`src/lpr_pkg.sv`:
```
// Package for the LRU page replacement block: beat structs, action codes, defaults.
// Used by lpr_cell and lru_page_replacement; depends on nothing else.
package lpr_pkg;

    // Default sizes of the resident set and of a stored page number.
    localparam int FRAMES_DEF    = 16;
    localparam int PAGE_BITS_DEF = 16;

    // Register reset value and counter limit.
    localparam logic [4:0]  LIMIT_RESET = 5'd16;
    localparam logic [15:0] FAULT_MAX   = 16'hFFFF;

    // Action codes carried by a result beat.
    localparam logic [1:0] ACT_HIT     = 2'd0;
    localparam logic [1:0] ACT_LOAD    = 2'd1;
    localparam logic [1:0] ACT_REPLACE = 2'd2;

    typedef enum logic {
        ST_IDLE,
        ST_UPD
    } state_t;

    typedef struct packed {
        logic [15:0] page_number;
        logic        start_of_run;
    } req_beat_t;

    typedef struct packed {
        logic        was_hit;
        logic [1:0]  action;
        logic [3:0]  frame_index;
        logic [15:0] evicted_page;
        logic [15:0] fault_total;
    } rsp_beat_t;

    // Update command broadcast to every cell.
    typedef struct packed {
        logic en;
        logic hit;
        logic load;
    } upd_ctl_t;

endpackage

```
`src/lpr_cell.sv`:
```
// One frame of the resident set: stored page, recency rank and match flag.
// Depends on lpr_pkg; instantiated in a row by lru_page_replacement.
module lpr_cell #(
    parameter int FRAMES     = lpr_pkg::FRAMES_DEF,
    parameter int PAGE_BITS  = lpr_pkg::PAGE_BITS_DEF,
    parameter int CELL_INDEX = 0,
    localparam int IW = (FRAMES > 1) ? $clog2(FRAMES) : 1,
    localparam int FW = $clog2(FRAMES + 1)
) (
    input  logic                  clk,
    input  logic                  rst_n,
    input  logic                  cap,
    input  logic                  clear,
    input  logic [PAGE_BITS-1:0]  cmp_page,
    input  logic [FW-1:0]         filled,
    input  lpr_pkg::upd_ctl_t     ctl,
    input  logic [FW-1:0]         thresh,
    input  logic                  hit_in,
    input  logic [IW-1:0]         hit_idx_in,
    input  logic [IW-1:0]         hit_rank_in,
    input  logic [IW-1:0]         vic_idx_in,
    input  logic [PAGE_BITS-1:0]  vic_page_in,
    output logic                  hit_out,
    output logic [IW-1:0]         hit_idx_out,
    output logic [IW-1:0]         hit_rank_out,
    output logic [IW-1:0]         vic_idx_out,
    output logic [PAGE_BITS-1:0]  vic_page_out
);

    localparam logic [FW-1:0] MY_FW = FW'(CELL_INDEX);
    localparam logic [IW-1:0] MY_IW = IW'(CELL_INDEX);

    logic [PAGE_BITS-1:0] page_reg;
    logic [IW-1:0]        rank_reg;
    logic                 match_reg;

    logic                 filled_here;
    logic                 victim;
    logic                 sel;
    logic [FW-1:0]        rank_ext;

    // A frame counts as filled only while it lies below the fill count; a load picks the first free frame.
    always_comb
    begin
        filled_here = (MY_FW < filled);
        rank_ext    = FW'(rank_reg);
        victim      = filled_here && (rank_ext == filled - FW'(1));
        if (ctl.hit)
        begin
            sel = match_reg;
        end
        else if (ctl.load)
        begin
            sel = (MY_FW == filled);
        end
        else
        begin
            sel = victim;
        end
    end

    // Pass the hit and victim reports down the row; at most one cell adds to each.
    always_comb
    begin
        hit_out      = hit_in | match_reg;
        hit_idx_out  = hit_idx_in | (match_reg ? MY_IW : '0);
        hit_rank_out = hit_rank_in | (match_reg ? rank_reg : '0);
        vic_idx_out  = vic_idx_in | (victim ? MY_IW : '0);
        vic_page_out = vic_page_in | (victim ? page_reg : '0);
    end

    // Compare against the incoming page on the accepting edge.
    always_ff @(posedge clk or negedge rst_n)
    begin
        if (!rst_n)
        begin
            match_reg <= 1'b0;
        end
        else if (cap)
        begin
            match_reg <= !clear && filled_here && (page_reg == cmp_page);
        end
    end

    // Recency update: the chosen frame becomes newest, younger frames age by one.
    always_ff @(posedge clk)
    begin
        if (ctl.en)
        begin
            if (sel)
            begin
                rank_reg <= '0;
            end
            else if (filled_here && (rank_ext < thresh))
            begin
                rank_reg <= rank_reg + IW'(1);
            end
            if (sel && !ctl.hit)
            begin
                page_reg <= cmp_page;
            end
        end
    end

endmodule

```
`src/lru_page_replacement.sv`:
```
// LRU page replacement block: input registers, control sequencer and a row of frame cells.
// Depends on lpr_pkg and lpr_cell.
//
// Usage: each beat on the req channel (req_valid/req_ready, payload req) is one page
// access. Each access gives exactly one beat on the rsp channel (rsp_valid/rsp_ready,
// payload rsp) with hit flag, action, frame, evicted page and the fault count.
// The cfg channel (cfg_valid/cfg_ready, cfg_data) writes the resident frame limit;
// write it only while no access is in flight.
// In ST_IDLE an accepted page is compared against every frame cell; in ST_UPD the ranks
// of all cells are updated from the single hit or victim report that ripples down the
// row, and the result is registered. A new access is accepted only once the previous
// one has made its update.
// When the receiver stalls, one finished result waits in the output register while the
// next access is accepted and compared; its update waits until the register drains.
// Reset empties the resident set (fill count and fault count zero) and sets the limit to
// sixteen. Frame storage itself is not cleared, so the block is ready at once.
module lru_page_replacement #(
    parameter int FRAMES    = lpr_pkg::FRAMES_DEF,
    parameter int PAGE_BITS = lpr_pkg::PAGE_BITS_DEF
) (
    input  logic               clk,
    input  logic               rst_n,
    input  logic               req_valid,
    output logic               req_ready,
    input  lpr_pkg::req_beat_t req,
    output logic               rsp_valid,
    input  logic               rsp_ready,
    output lpr_pkg::rsp_beat_t rsp,
    input  logic               cfg_valid,
    output logic               cfg_ready,
    input  logic [4:0]         cfg_data
);

    localparam int IW = (FRAMES > 1) ? $clog2(FRAMES) : 1;
    localparam int FW = $clog2(FRAMES + 1);

    lpr_pkg::state_t     state_reg, state_next;
    logic [PAGE_BITS-1:0] page_reg;
    logic [FW-1:0]        filled_reg;
    logic [15:0]          fault_reg;
    logic [4:0]           limit_reg;
    logic                 rsp_valid_reg;
    lpr_pkg::rsp_beat_t   rsp_reg;

    logic                 accept;
    logic                 do_upd;
    logic [31:0]          page_in_ext;
    logic [PAGE_BITS-1:0] page_in;
    logic [7:0]           lim8;
    logic                 hit;
    logic                 load;
    lpr_pkg::upd_ctl_t    ctl;
    logic [FW-1:0]        thresh;
    logic [31:0]          idx_ext;
    logic [31:0]          evict_ext;
    lpr_pkg::rsp_beat_t   rsp_next;

    logic                 hit_c      [0:FRAMES];
    logic [IW-1:0]        hit_idx_c  [0:FRAMES];
    logic [IW-1:0]        hit_rank_c [0:FRAMES];
    logic [IW-1:0]        vic_idx_c  [0:FRAMES];
    logic [PAGE_BITS-1:0] vic_page_c [0:FRAMES];

    // Handshakes.
    assign req_ready = (state_reg == lpr_pkg::ST_IDLE);
    assign accept    = req_valid && req_ready;
    assign cfg_ready = 1'b1;
    assign rsp_valid = rsp_valid_reg;
    assign rsp       = rsp_reg;

    // Keep only the low PAGE_BITS bits of the incoming page.
    assign page_in_ext = 32'(req.page_number);
    assign page_in     = page_in_ext[PAGE_BITS-1:0];

    // Next state.
    always_comb
    begin
        state_next = state_reg;
        unique case (state_reg)
            lpr_pkg::ST_IDLE:
            begin
                if (accept)
                begin
                    state_next = lpr_pkg::ST_UPD;
                end
            end
            lpr_pkg::ST_UPD:
            begin
                if (!rsp_valid_reg || rsp_ready)
                begin
                    state_next = lpr_pkg::ST_IDLE;
                end
            end
            default:
            begin
                state_next = lpr_pkg::ST_IDLE;
            end
        endcase
    end

    // Sequencer outputs: the update runs once the output register is free.
    always_comb
    begin
        do_upd = 1'b0;
        unique case (state_reg)
            lpr_pkg::ST_IDLE: do_upd = 1'b0;
            lpr_pkg::ST_UPD:  do_upd = !rsp_valid_reg || rsp_ready;
            default:          do_upd = 1'b0;
        endcase
    end

    // Effective limit, clamped to one through FRAMES.
    always_comb
    begin
        lim8 = 8'(limit_reg);
        if (lim8 == 8'd0)
        begin
            lim8 = 8'd1;
        end
        if (lim8 > 8'(FRAMES))
        begin
            lim8 = 8'(FRAMES);
        end
    end

    // Decide hit, load or replace and the aging threshold for the cells.
    always_comb
    begin
        hit      = hit_c[FRAMES];
        load     = !hit && (8'(filled_reg) < lim8);
        ctl.en   = do_upd;
        ctl.hit  = hit;
        ctl.load = load;
        if (hit)
        begin
            thresh = FW'(hit_rank_c[FRAMES]);
        end
        else if (load)
        begin
            thresh = filled_reg;
        end
        else
        begin
            thresh = filled_reg - FW'(1);
        end
    end

    // Result beat.
    always_comb
    begin
        if (hit)
        begin
            idx_ext = 32'(hit_idx_c[FRAMES]);
        end
        else if (load)
        begin
            idx_ext = 32'(filled_reg);
        end
        else
        begin
            idx_ext = 32'(vic_idx_c[FRAMES]);
        end
        evict_ext = 32'(vic_page_c[FRAMES]);

        rsp_next.was_hit      = hit;
        rsp_next.frame_index  = idx_ext[3:0];
        rsp_next.evicted_page = '0;
        rsp_next.fault_total  = fault_reg;
        if (hit)
        begin
            rsp_next.action = lpr_pkg::ACT_HIT;
        end
        else
        begin
            if (fault_reg != lpr_pkg::FAULT_MAX)
            begin
                rsp_next.fault_total = fault_reg + 16'd1;
            end
            if (load)
            begin
                rsp_next.action = lpr_pkg::ACT_LOAD;
            end
            else
            begin
                rsp_next.action       = lpr_pkg::ACT_REPLACE;
                rsp_next.evicted_page = evict_ext[15:0];
            end
        end
    end

    // Control registers.
    always_ff @(posedge clk or negedge rst_n)
    begin
        if (!rst_n)
        begin
            state_reg     <= lpr_pkg::ST_IDLE;
            filled_reg    <= '0;
            fault_reg     <= '0;
            limit_reg     <= lpr_pkg::LIMIT_RESET;
            rsp_valid_reg <= 1'b0;
        end
        else
        begin
            state_reg <= state_next;
            if (cfg_valid && cfg_ready)
            begin
                limit_reg <= cfg_data;
            end
            if (accept && req.start_of_run)
            begin
                filled_reg <= '0;
                fault_reg  <= '0;
            end
            else if (do_upd)
            begin
                fault_reg <= rsp_next.fault_total;
                if (load)
                begin
                    filled_reg <= filled_reg + FW'(1);
                end
            end
            if (do_upd)
            begin
                rsp_valid_reg <= 1'b1;
            end
            else if (rsp_ready)
            begin
                rsp_valid_reg <= 1'b0;
            end
        end
    end

    // Payload registers.
    always_ff @(posedge clk)
    begin
        if (accept)
        begin
            page_reg <= page_in;
        end
        if (do_upd)
        begin
            rsp_reg <= rsp_next;
        end
    end

    // Row of frame cells; the hit and victim reports ripple from cell zero upward.
    assign hit_c[0]      = 1'b0;
    assign hit_idx_c[0]  = '0;
    assign hit_rank_c[0] = '0;
    assign vic_idx_c[0]  = '0;
    assign vic_page_c[0] = '0;

    generate
        for (genvar g = 0; g < FRAMES; g++)
        begin : g_cell
            lpr_cell #(
                .FRAMES     (FRAMES),
                .PAGE_BITS  (PAGE_BITS),
                .CELL_INDEX (g)
            ) u_cell (
                .clk          (clk),
                .rst_n        (rst_n),
                .cap          (accept),
                .clear        (req.start_of_run),
                .cmp_page     (accept ? page_in : page_reg),
                .filled       (filled_reg),
                .ctl          (ctl),
                .thresh       (thresh),
                .hit_in       (hit_c[g]),
                .hit_idx_in   (hit_idx_c[g]),
                .hit_rank_in  (hit_rank_c[g]),
                .vic_idx_in   (vic_idx_c[g]),
                .vic_page_in  (vic_page_c[g]),
                .hit_out      (hit_c[g+1]),
                .hit_idx_out  (hit_idx_c[g+1]),
                .hit_rank_out (hit_rank_c[g+1]),
                .vic_idx_out  (vic_idx_c[g+1]),
                .vic_page_out (vic_page_c[g+1])
            );
        end
    endgenerate

endmodule

```
`config.mk`:
```
export PLATFORM = sky130hd
export DESIGN_NAME = lru_page_replacement
export DESIGN_NICKNAME = d
export VERILOG_FILES = /design/src/lpr_pkg.sv /design/src/lpr_cell.sv /design/src/lru_page_replacement.sv
export SDC_FILE = /design/constraint.sdc
export NUM_CORES = 1
export LEC_CHECK = 0
export ABC_AREA = 1
export BUFFER_PORTS_ARGS = -buffer_cell sky130_fd_sc_hd__buf_2
export CAP_MARGIN = 20
export CORE_UTILIZATION = 25
export CTS_CLUSTER_SIZE = 10
export DETAILED_ROUTE_END_ITERATION = 6
export GPL_TIMING_DRIVEN = 0
export PLACE_DENSITY_LB_ADDON = 0.15
export SETUP_SLACK_MARGIN = 0.1
export SLEW_MARGIN = 10
export SYNTH_ARGS = -nofsm -noshare
export SYNTH_HDL_FRONTEND = slang
export SYNTH_SLANG_ARGS = --single-unit
```
`constraint.sdc`:
```
create_clock -name clk -period 4.26 [get_ports clk]
set_clock_uncertainty 0.1 [all_clocks]
set_input_delay 0.426 -clock clk [delete_from_list [all_inputs] [get_ports clk]]
set_output_delay 0.426 -clock clk [all_outputs]
set_load 0.02 [all_outputs]
```
Yosys cells after proc, flatten, opt, wreduce, memory -nomap -nowiden
Index checks and enable logic that the tools add are counted.
- flip-flop bits (word level): 419
- input bits: 27
- word-level logic and storage cells: 507
- add/subtract/negate cells: 19
- magnitude comparators: 34
- equal/unequal tests: 48
- muxes and demuxes: 131
- bitwise gates (word level): 74
- reduce and logical (&&, ||, !) cells: 142
- operators with widths (operator ; number):
    $mux W16 ; 21
    $eq A16 B16 Y1 ; 16
    $or A16 B16 Y16 ; 15
    $mux W4 ; 50
    $or A4 B4 Y4 ; 41
    $logic_and A1 B1 Y1 ; 83
    $eq A4 B5 Y1 ; 16
    $lt A4 B5 Y1 ; 16
    $reduce_and A2 Y1 ; 33
    $add A4 B1 Y4 const B ; 16
    $eq A4 B5 Y1 const A ; 8
    $lt A4 B5 Y1 const A ; 8
    $mux W1 ; 38
    $reduce_bool A2 Y1 ; 19
    $mux W5 ; 6
    $mux W3 ; 8
    $eq A3 B5 Y1 const A ; 4
    $lt A3 B5 Y1 const A ; 4
    $add A16 B1 Y16 const B ; 1
    $ne A16 B16 Y1 const B ; 1
    $or A1 B1 Y1 ; 15
    $eq A2 B5 Y1 const A ; 2
    $logic_not A5 Y1 ; 2
    $lt A1 B5 Y1 const A ; 2
    other kinds (14) ; 23

Logic depth before layout (Yosys ltp)
- word-level depth: 23
- gate-level depth with buffers: 22
- mapped depth without buffers: 21

Modules after synthesis
Synthesis repeated with hierarchy kept, for this count alone.
- cell total of the unflattened synthesis: 3324
- area, all modules: 29062.9 um^2
- by module, submodules not included (module ; times used ; cells an instance ; area an instance (um^2) ; seq. area each (um^2)):
    lru_page_replacement ; 1 ; 427 ; 3806.2 ; 2193.4
    lpr_cell (g_cell[12].u_cell) ; 1 ; 193 ; 1701.6 ; 625.6
    lpr_cell (g_cell[10].u_cell) ; 1 ; 180 ; 1651.6 ; 625.6
    lpr_cell (g_cell[13].u_cell) ; 1 ; 186 ; 1651.6 ; 625.6
    lpr_cell (g_cell[11].u_cell) ; 1 ; 190 ; 1635.3 ; 625.6
    lpr_cell (g_cell[0].u_cell) ; 1 ; 180 ; 1629.1 ; 625.6
    lpr_cell (g_cell[5].u_cell) ; 1 ; 186 ; 1606.5 ; 625.6
    lpr_cell (g_cell[6].u_cell) ; 1 ; 181 ; 1605.3 ; 625.6
    lpr_cell (g_cell[8].u_cell) ; 1 ; 184 ; 1591.5 ; 625.6
    lpr_cell (g_cell[14].u_cell) ; 1 ; 189 ; 1582.8 ; 625.6
    lpr_cell (g_cell[9].u_cell) ; 1 ; 182 ; 1570.3 ; 625.6
    lpr_cell (g_cell[2].u_cell) ; 1 ; 184 ; 1565.3 ; 625.6
    lpr_cell (g_cell[3].u_cell) ; 1 ; 180 ; 1514.0 ; 625.6
    lpr_cell (g_cell[7].u_cell) ; 1 ; 171 ; 1510.2 ; 625.6
    3 more rows ; n/a ; n/a ; n/a ; n/a

Least setup slack after synthesis
No wires, ideal clock.
- path kind: reg2reg
- from: register limit_reg[2]
- to: register g_cell[5].u_cell.rank_reg[0], enable pin
- setup time: 339 ps
- arrival time: 3470 ps
- slack: 351 ps
- cell stages (with the launch flop): 23
- period minus slack after synthesis: 3909 ps
- path through: dfrtp_1 > nor2_1 > nand2_1 > nand2_1 > nand2_1 > ha_1 > nand2_1 > inv_1 > nand2_1 > nand2_1 > nand2_2 > nand2_1 > inv_1 > nor2_4 > inv_2 > buf_2 > o221ai_1 > ha_1 > nand2_1 > inv_1 > a21oi_1 > nand3_1 > a21oi_1
- longest elaborated chain between the ends: 12
- elaborated cells on any way between the ends: 14
- RTL lines (item ; line ; RTL):
    from (decl) ; lru_page_replacement.sv:41 ; logic [4:0] limit_reg;
    from (signal assigned) ; lru_page_replacement.sv:199 ; limit_reg <= lpr_pkg::LIMIT_RESET;
    from (signal assigned) ; lru_page_replacement.sv:207 ; limit_reg <= cfg_data;
    $logic_not A5 Y1 ; lru_page_replacement.sv:116 ; if (lim8 == 8'd0)
    $mux W5 (*) ; lru_page_replacement.sv:116 ;
    $gt A8 B5 Y1 ; lru_page_replacement.sv:120 ; if (lim8 > 8'(FRAMES))
    $mux W8 (*) ; lru_page_replacement.sv:120 ;
    $lt A5 B8 Y1 (*) ; lru_page_replacement.sv:130 ; load = !hit && (8'(filled_reg) < lim8);
    $logic_and A1 B1 Y1 (*) ; lru_page_replacement.sv:130 ;
    $mux W5 ; lru_page_replacement.sv:138 ; else if (load)
    $mux W5 ; lru_page_replacement.sv:134 ; if (hit)
    $lt A4 B5 Y1 ; lpr_cell.sv:94 ; else if (filled_here && (rank_ext < thresh))
    $logic_and A1 B1 Y1 ; lpr_cell.sv:94 ;
    $reduce_bool A2 Y1 (no source line) (*) ; n/a ;
    $reduce_and A2 Y1 (no source line) (*) ; n/a ;
    to (signal assigned) ; lpr_cell.sv:96 ; rank_reg <= rank_reg + IW'(1);
    to (decl) ; lpr_cell.sv:34 ; logic [IW-1:0] rank_reg;
Mark *: on every way between the ends. The rest lies on a longest branch, timed or not.
A chain may end at the register's enable or synchronous reset.

Final worst setup path
- from: register filled_reg[0]
- to: register rsp_reg, in the netlist rsp[23], data pin
- longest elaborated chain between the ends: 19
- elaborated cells on any way between the ends: 83
- RTL lines (item ; line ; RTL):
    from (decl) ; lru_page_replacement.sv:39 ; logic [FW-1:0] filled_reg;
    from (signal assigned) ; lru_page_replacement.sv:219 ; filled_reg <= filled_reg + FW'(1);
    $sub A5 B1 Y5 ; lpr_cell.sv:47 ; victim = filled_here && (rank_ext == filled - FW'(1));
    $eq A4 B5 Y1 ; lpr_cell.sv:47 ;
    $logic_and A1 B1 Y1 ; lpr_cell.sv:47 ;
    $mux W16 ; lpr_cell.sv:69 ; vic_page_out = vic_page_in | (victim ? page_reg : '0);
    $or A16 B16 Y16 (15 in series) ; lpr_cell.sv:69 ;
    to (signal assigned) ; lru_page_replacement.sv:242 ; rsp_reg <= rsp_next;
    to (decl) ; lru_page_replacement.sv:43 ; lpr_pkg::rsp_beat_t rsp_reg;
Parallel ways exist; a longest one is shown, timed or not.

==> results.sh <==
export IMPL_synth_net_count=2584
export IMPL_coreArea_mm2=0.09333
export IMPL_grt_pass1_vias=19521
export IMPL_h_tree_depth=2
export IMPL_portBuffers=66
export IMPL_max_freq_mhz=244.5
export IMPL_seq_area_frac_synth_pct=51.79
export IMPL_final_common_cell="nand2_1"
export IMPL_overflow=0
export IMPL_power_density_mw_per_mm2=580.1
export IMPL_cts_made_buffers=51
export IMPL_cts_tree="built"
export IMPL_max_vdd_ir_drop_uv=320.0
export IMPL_cp_start_kind="register"
export IMPL_vias=20059
export IMPL_rr_worst_depth=17
export IMPL_critical_path_cell_chain="inv_4, buf_4, ha_1, buf_4, clkinvlp_4, buf_4, o21ai_0, nor2_1, nand3_1, nor2_1, nand2_2, buf_4, o22ai_1, a221oi_2, nand3_1, nor2_1, nor2_1"
export IMPL_placementRows=112
export IMPL_num_io_pins=69
export IMPL_rr_endpoint="rsp[23]"
export IMPL_worstSetupEndpointType="register"
export IMPL_chipHeight_um=309.0
export IMPL_synth_flop_cell="edfxtp_1"
export IMPL_status="finished, final reports clean"
export IMPL_setup_violations=0
export IMPL_ys_seq_elements=419
export IMPL_async_reset_ff_share_pct=10.50
export IMPL_final_cell_mix="nand2_1, edfxtp_1, inv_1"
export IMPL_drt_iter0_drc=2215
export IMPL_synth_edf_count=359
export IMPL_num_nets_final=2760
export IMPL_crit_cells=17
export IMPL_critPathArrivalTime_ns=4.36
export IMPL_critPathSlowestCell="dfrtp_2"
export IMPL_clockBufferDepth=3
export IMPL_grt_usage_pct=21.70
export IMPL_largest_reg_flops=256
export IMPL_post_route_period_util_pct=95.99
export IMPL_crit_required_ns=4.53
export IMPL_gp_congestion=0.9524
export IMPL_slew_headroom_pct=31.59
export IMPL_path_delay_family="buffers and inverters"
export IMPL_cts_num_sinks=419
export IMPL_postRouteWirelength_um=105000
export IMPL_seq_area_mm2=0.01221
export IMPL_fill_cells=9932
export IMPL_grt_pass1_wl_um=147200
export IMPL_antenna_found_initial=4
export IMPL_syn_inst=2499
export IMPL_die_x_um=309.0
export IMPL_critPathMaxStageDelay_ns=0.45
export IMPL_critPathLaunch="filled_reg[0]"
export IMPL_drc=0
export IMPL_antenna_left=0
export IMPL_initial_utilization_pct=25.25
export IMPL_viasPerCell=5.051
export IMPL_setup_tns_final_ns=0
export IMPL_crit_type="reg2reg"
export IMPL_endpoint="rsp[23]"
export IMPL_finalPower_mw=16.25
export IMPL_cp_num_buf_inv=6
export IMPL_dr_pass1_iters=6
export IMPL_clkTransAtPathRegs_ns=0.06
export IMPL_hpwl_um=79540
export IMPL_yosysWarnings=0
export IMPL_synth_cell_type_count=63
export IMPL_cts_root_buf="clkbuf_16"
export IMPL_finalHoldViolCount=0
export IMPL_grt_max_degree=41
export IMPL_hold_class="in2reg"
export IMPL_max_cap_violations=0
export IMPL_worstPathMaxFanout=12
export IMPL_syn_avg_cell_area_um2=9.428
export IMPL_multi_input_area_mm2=0.009659
export IMPL_syn_area_mm2=0.02356
export IMPL_wl_per_cell_um=26.45
export IMPL_clk_latency_ns=0.65
export IMPL_worstReg2RegStart="filled_reg[0]"
export IMPL_period_needed_ns=4.089
export IMPL_floorplan_die_area_mm2=0.09548
export IMPL_rsz0062_at_grt="false"
export IMPL_worst_pin_slew_ns=1.020
export IMPL_area_growth_pct=18.86
export IMPL_drive_gt1_share_pct=15.20
export IMPL_p_leak_nw=11.23
export IMPL_instances_no_fill=3971
export IMPL_ff2ff_setup_slack_ns=0.17
export IMPL_diodes=0
export IMPL_place_inst=3837
export IMPL_maxSlewViolCount=0
-- timing repair --
action | CTS | global route
endpoints found under the setup margin | 399 | 237
hold endpoints to repair | 29 | 0
pin swaps | 5 | 9
hold buffers | 7 | 0
gates cloned | 0 | 0
resized for setup | 41 | 25
buffers inserted | 11 | 20
-- where the power goes --
group / total, mW / switching, mW / leakage [nW] / internal, mW
Combinational: 6.53 / 4.60 / 6.51 / 1.93
Sequential: 5.43 / 0.321 / 3.97 / 5.11
Clock: 4.29 / 1.84 / 0.756 / 2.45
-- metrics by stage --
step           area, um2  hold slack [ns]  util [%]  setup WS, ns
3_3_place_gp       25460           0.3998     27.28        -2.141
5_1_grt            28000          0.06782     30.01       0.09764
3_5_place_dp       25770           0.3619     27.61        -1.268
4_1_cts            27690          0.03197     29.67       0.09752
6_report           28000          0.07768     30.01        0.1707
2_1_floorplan      23560          0.03041         -        0.3506
-- routing by layer --
metal | up-vias | GRT usage [%] | wire, um
met3 | 201 | 3.330 | 6954
met2 | 860 | 35.17 | 48400
met1 | 10002 | 29.27 | 45930
li1 | 8994 | - | -
met5 | - | 0 | 13
met4 | 2 | 7.587 | 3722
-- synthesized netlist by cell type (4+ instances only) --
cell type  number  share of area [%]
o221ai_1        4               0.15
buf_2          36               0.76
nand4_1        77                2.0
xnor2_1        57                2.1
a221oi_1       46                1.7
ha_1           58                3.1
o2111ai_1       9               0.33
nand2_4         4               0.19
nor2_1        196                3.1
nor3_1         30               0.64
o21ai_2         4               0.15
edfxtp_1      359                 46
nand3_1       138                2.9
o21ai_0        83                1.8
a22o_1          6               0.22
nand2_1       442                7.0
a2111oi_0       9               0.33
nand3_2         4               0.17
a211oi_1       18               0.57
clkbuf_1       15               0.24
dfxtp_1        16                1.4
a22oi_1         4               0.13
inv_2          29               0.46
nor4_1         16               0.42
o21ai_1         9               0.19
o41ai_2         5               0.35
buf_4          19               0.61
o211ai_1        7               0.22
nand2_2        18               0.48
dfrtp_1        43                4.6
o22ai_1        96                2.5
a21oi_1        80                1.7
inv_1         343                5.5
or2_2          29               0.77
xor2_1        133                4.9
buf_6          10               0.48
-- worst register-to-register path: cells and delay by family (launching register included) --
family / cells / cell delay (ns)
flip-flops: 1 / 0.45
AND/OR/NAND/NOR: 7 / 0.92
adder cells (fa/ha/maj): 1 / 0.20
AO/OA/AOI/OAI: 3 / 0.70
buffers and inverters: 6 / 1.48
-- cell families (layout without fill, tap and decap cells) --
kind of cell | after synthesis | after routing | synth area share, %
simple gates | 971 | 971 | 18.46
buf+inv | 457 | 675 | 8.141
flops | 419 | 419 | 51.79
compound gates | 400 | 400 | 11.30
xor+xnor | 190 | 190 | 7.063
fa+ha+maj | 58 | 58 | 3.080
mux | 3 | 3 | 0.1434
other cells | 1 | 1 | 0.01592
-- area by class of cell --
class / count / area share [%]
sequential: 419 / 43.58
multi-input combinational: 1623 / 34.49
tap: 1254 / 5.603
clock buffer: 87 / 5.223
inverter: 375 / 5.165
timing repair buffer: 123 / 3.574
buffer: 82 / 1.903
clock inverter: 8 / 0.4557
-- worst min-delay path by stage --
stage               endpoint  slack, ns  depth (start not counted)      start
6_report        limit_reg[4]       0.08                          3  cfg_valid
5_1_grt         limit_reg[4]       0.07                          3  cfg_valid
4_1_cts         limit_reg[4]       0.03                          3  cfg_valid
3_5_place_dp   fault_reg[12]       0.36                          1      rst_n
3_3_place_gp       rsp_valid       0.40                          2  state_reg
2_1_floorplan   fault_reg[0]       0.03                          0      rst_n
Power figures use the tool's default switching activity.
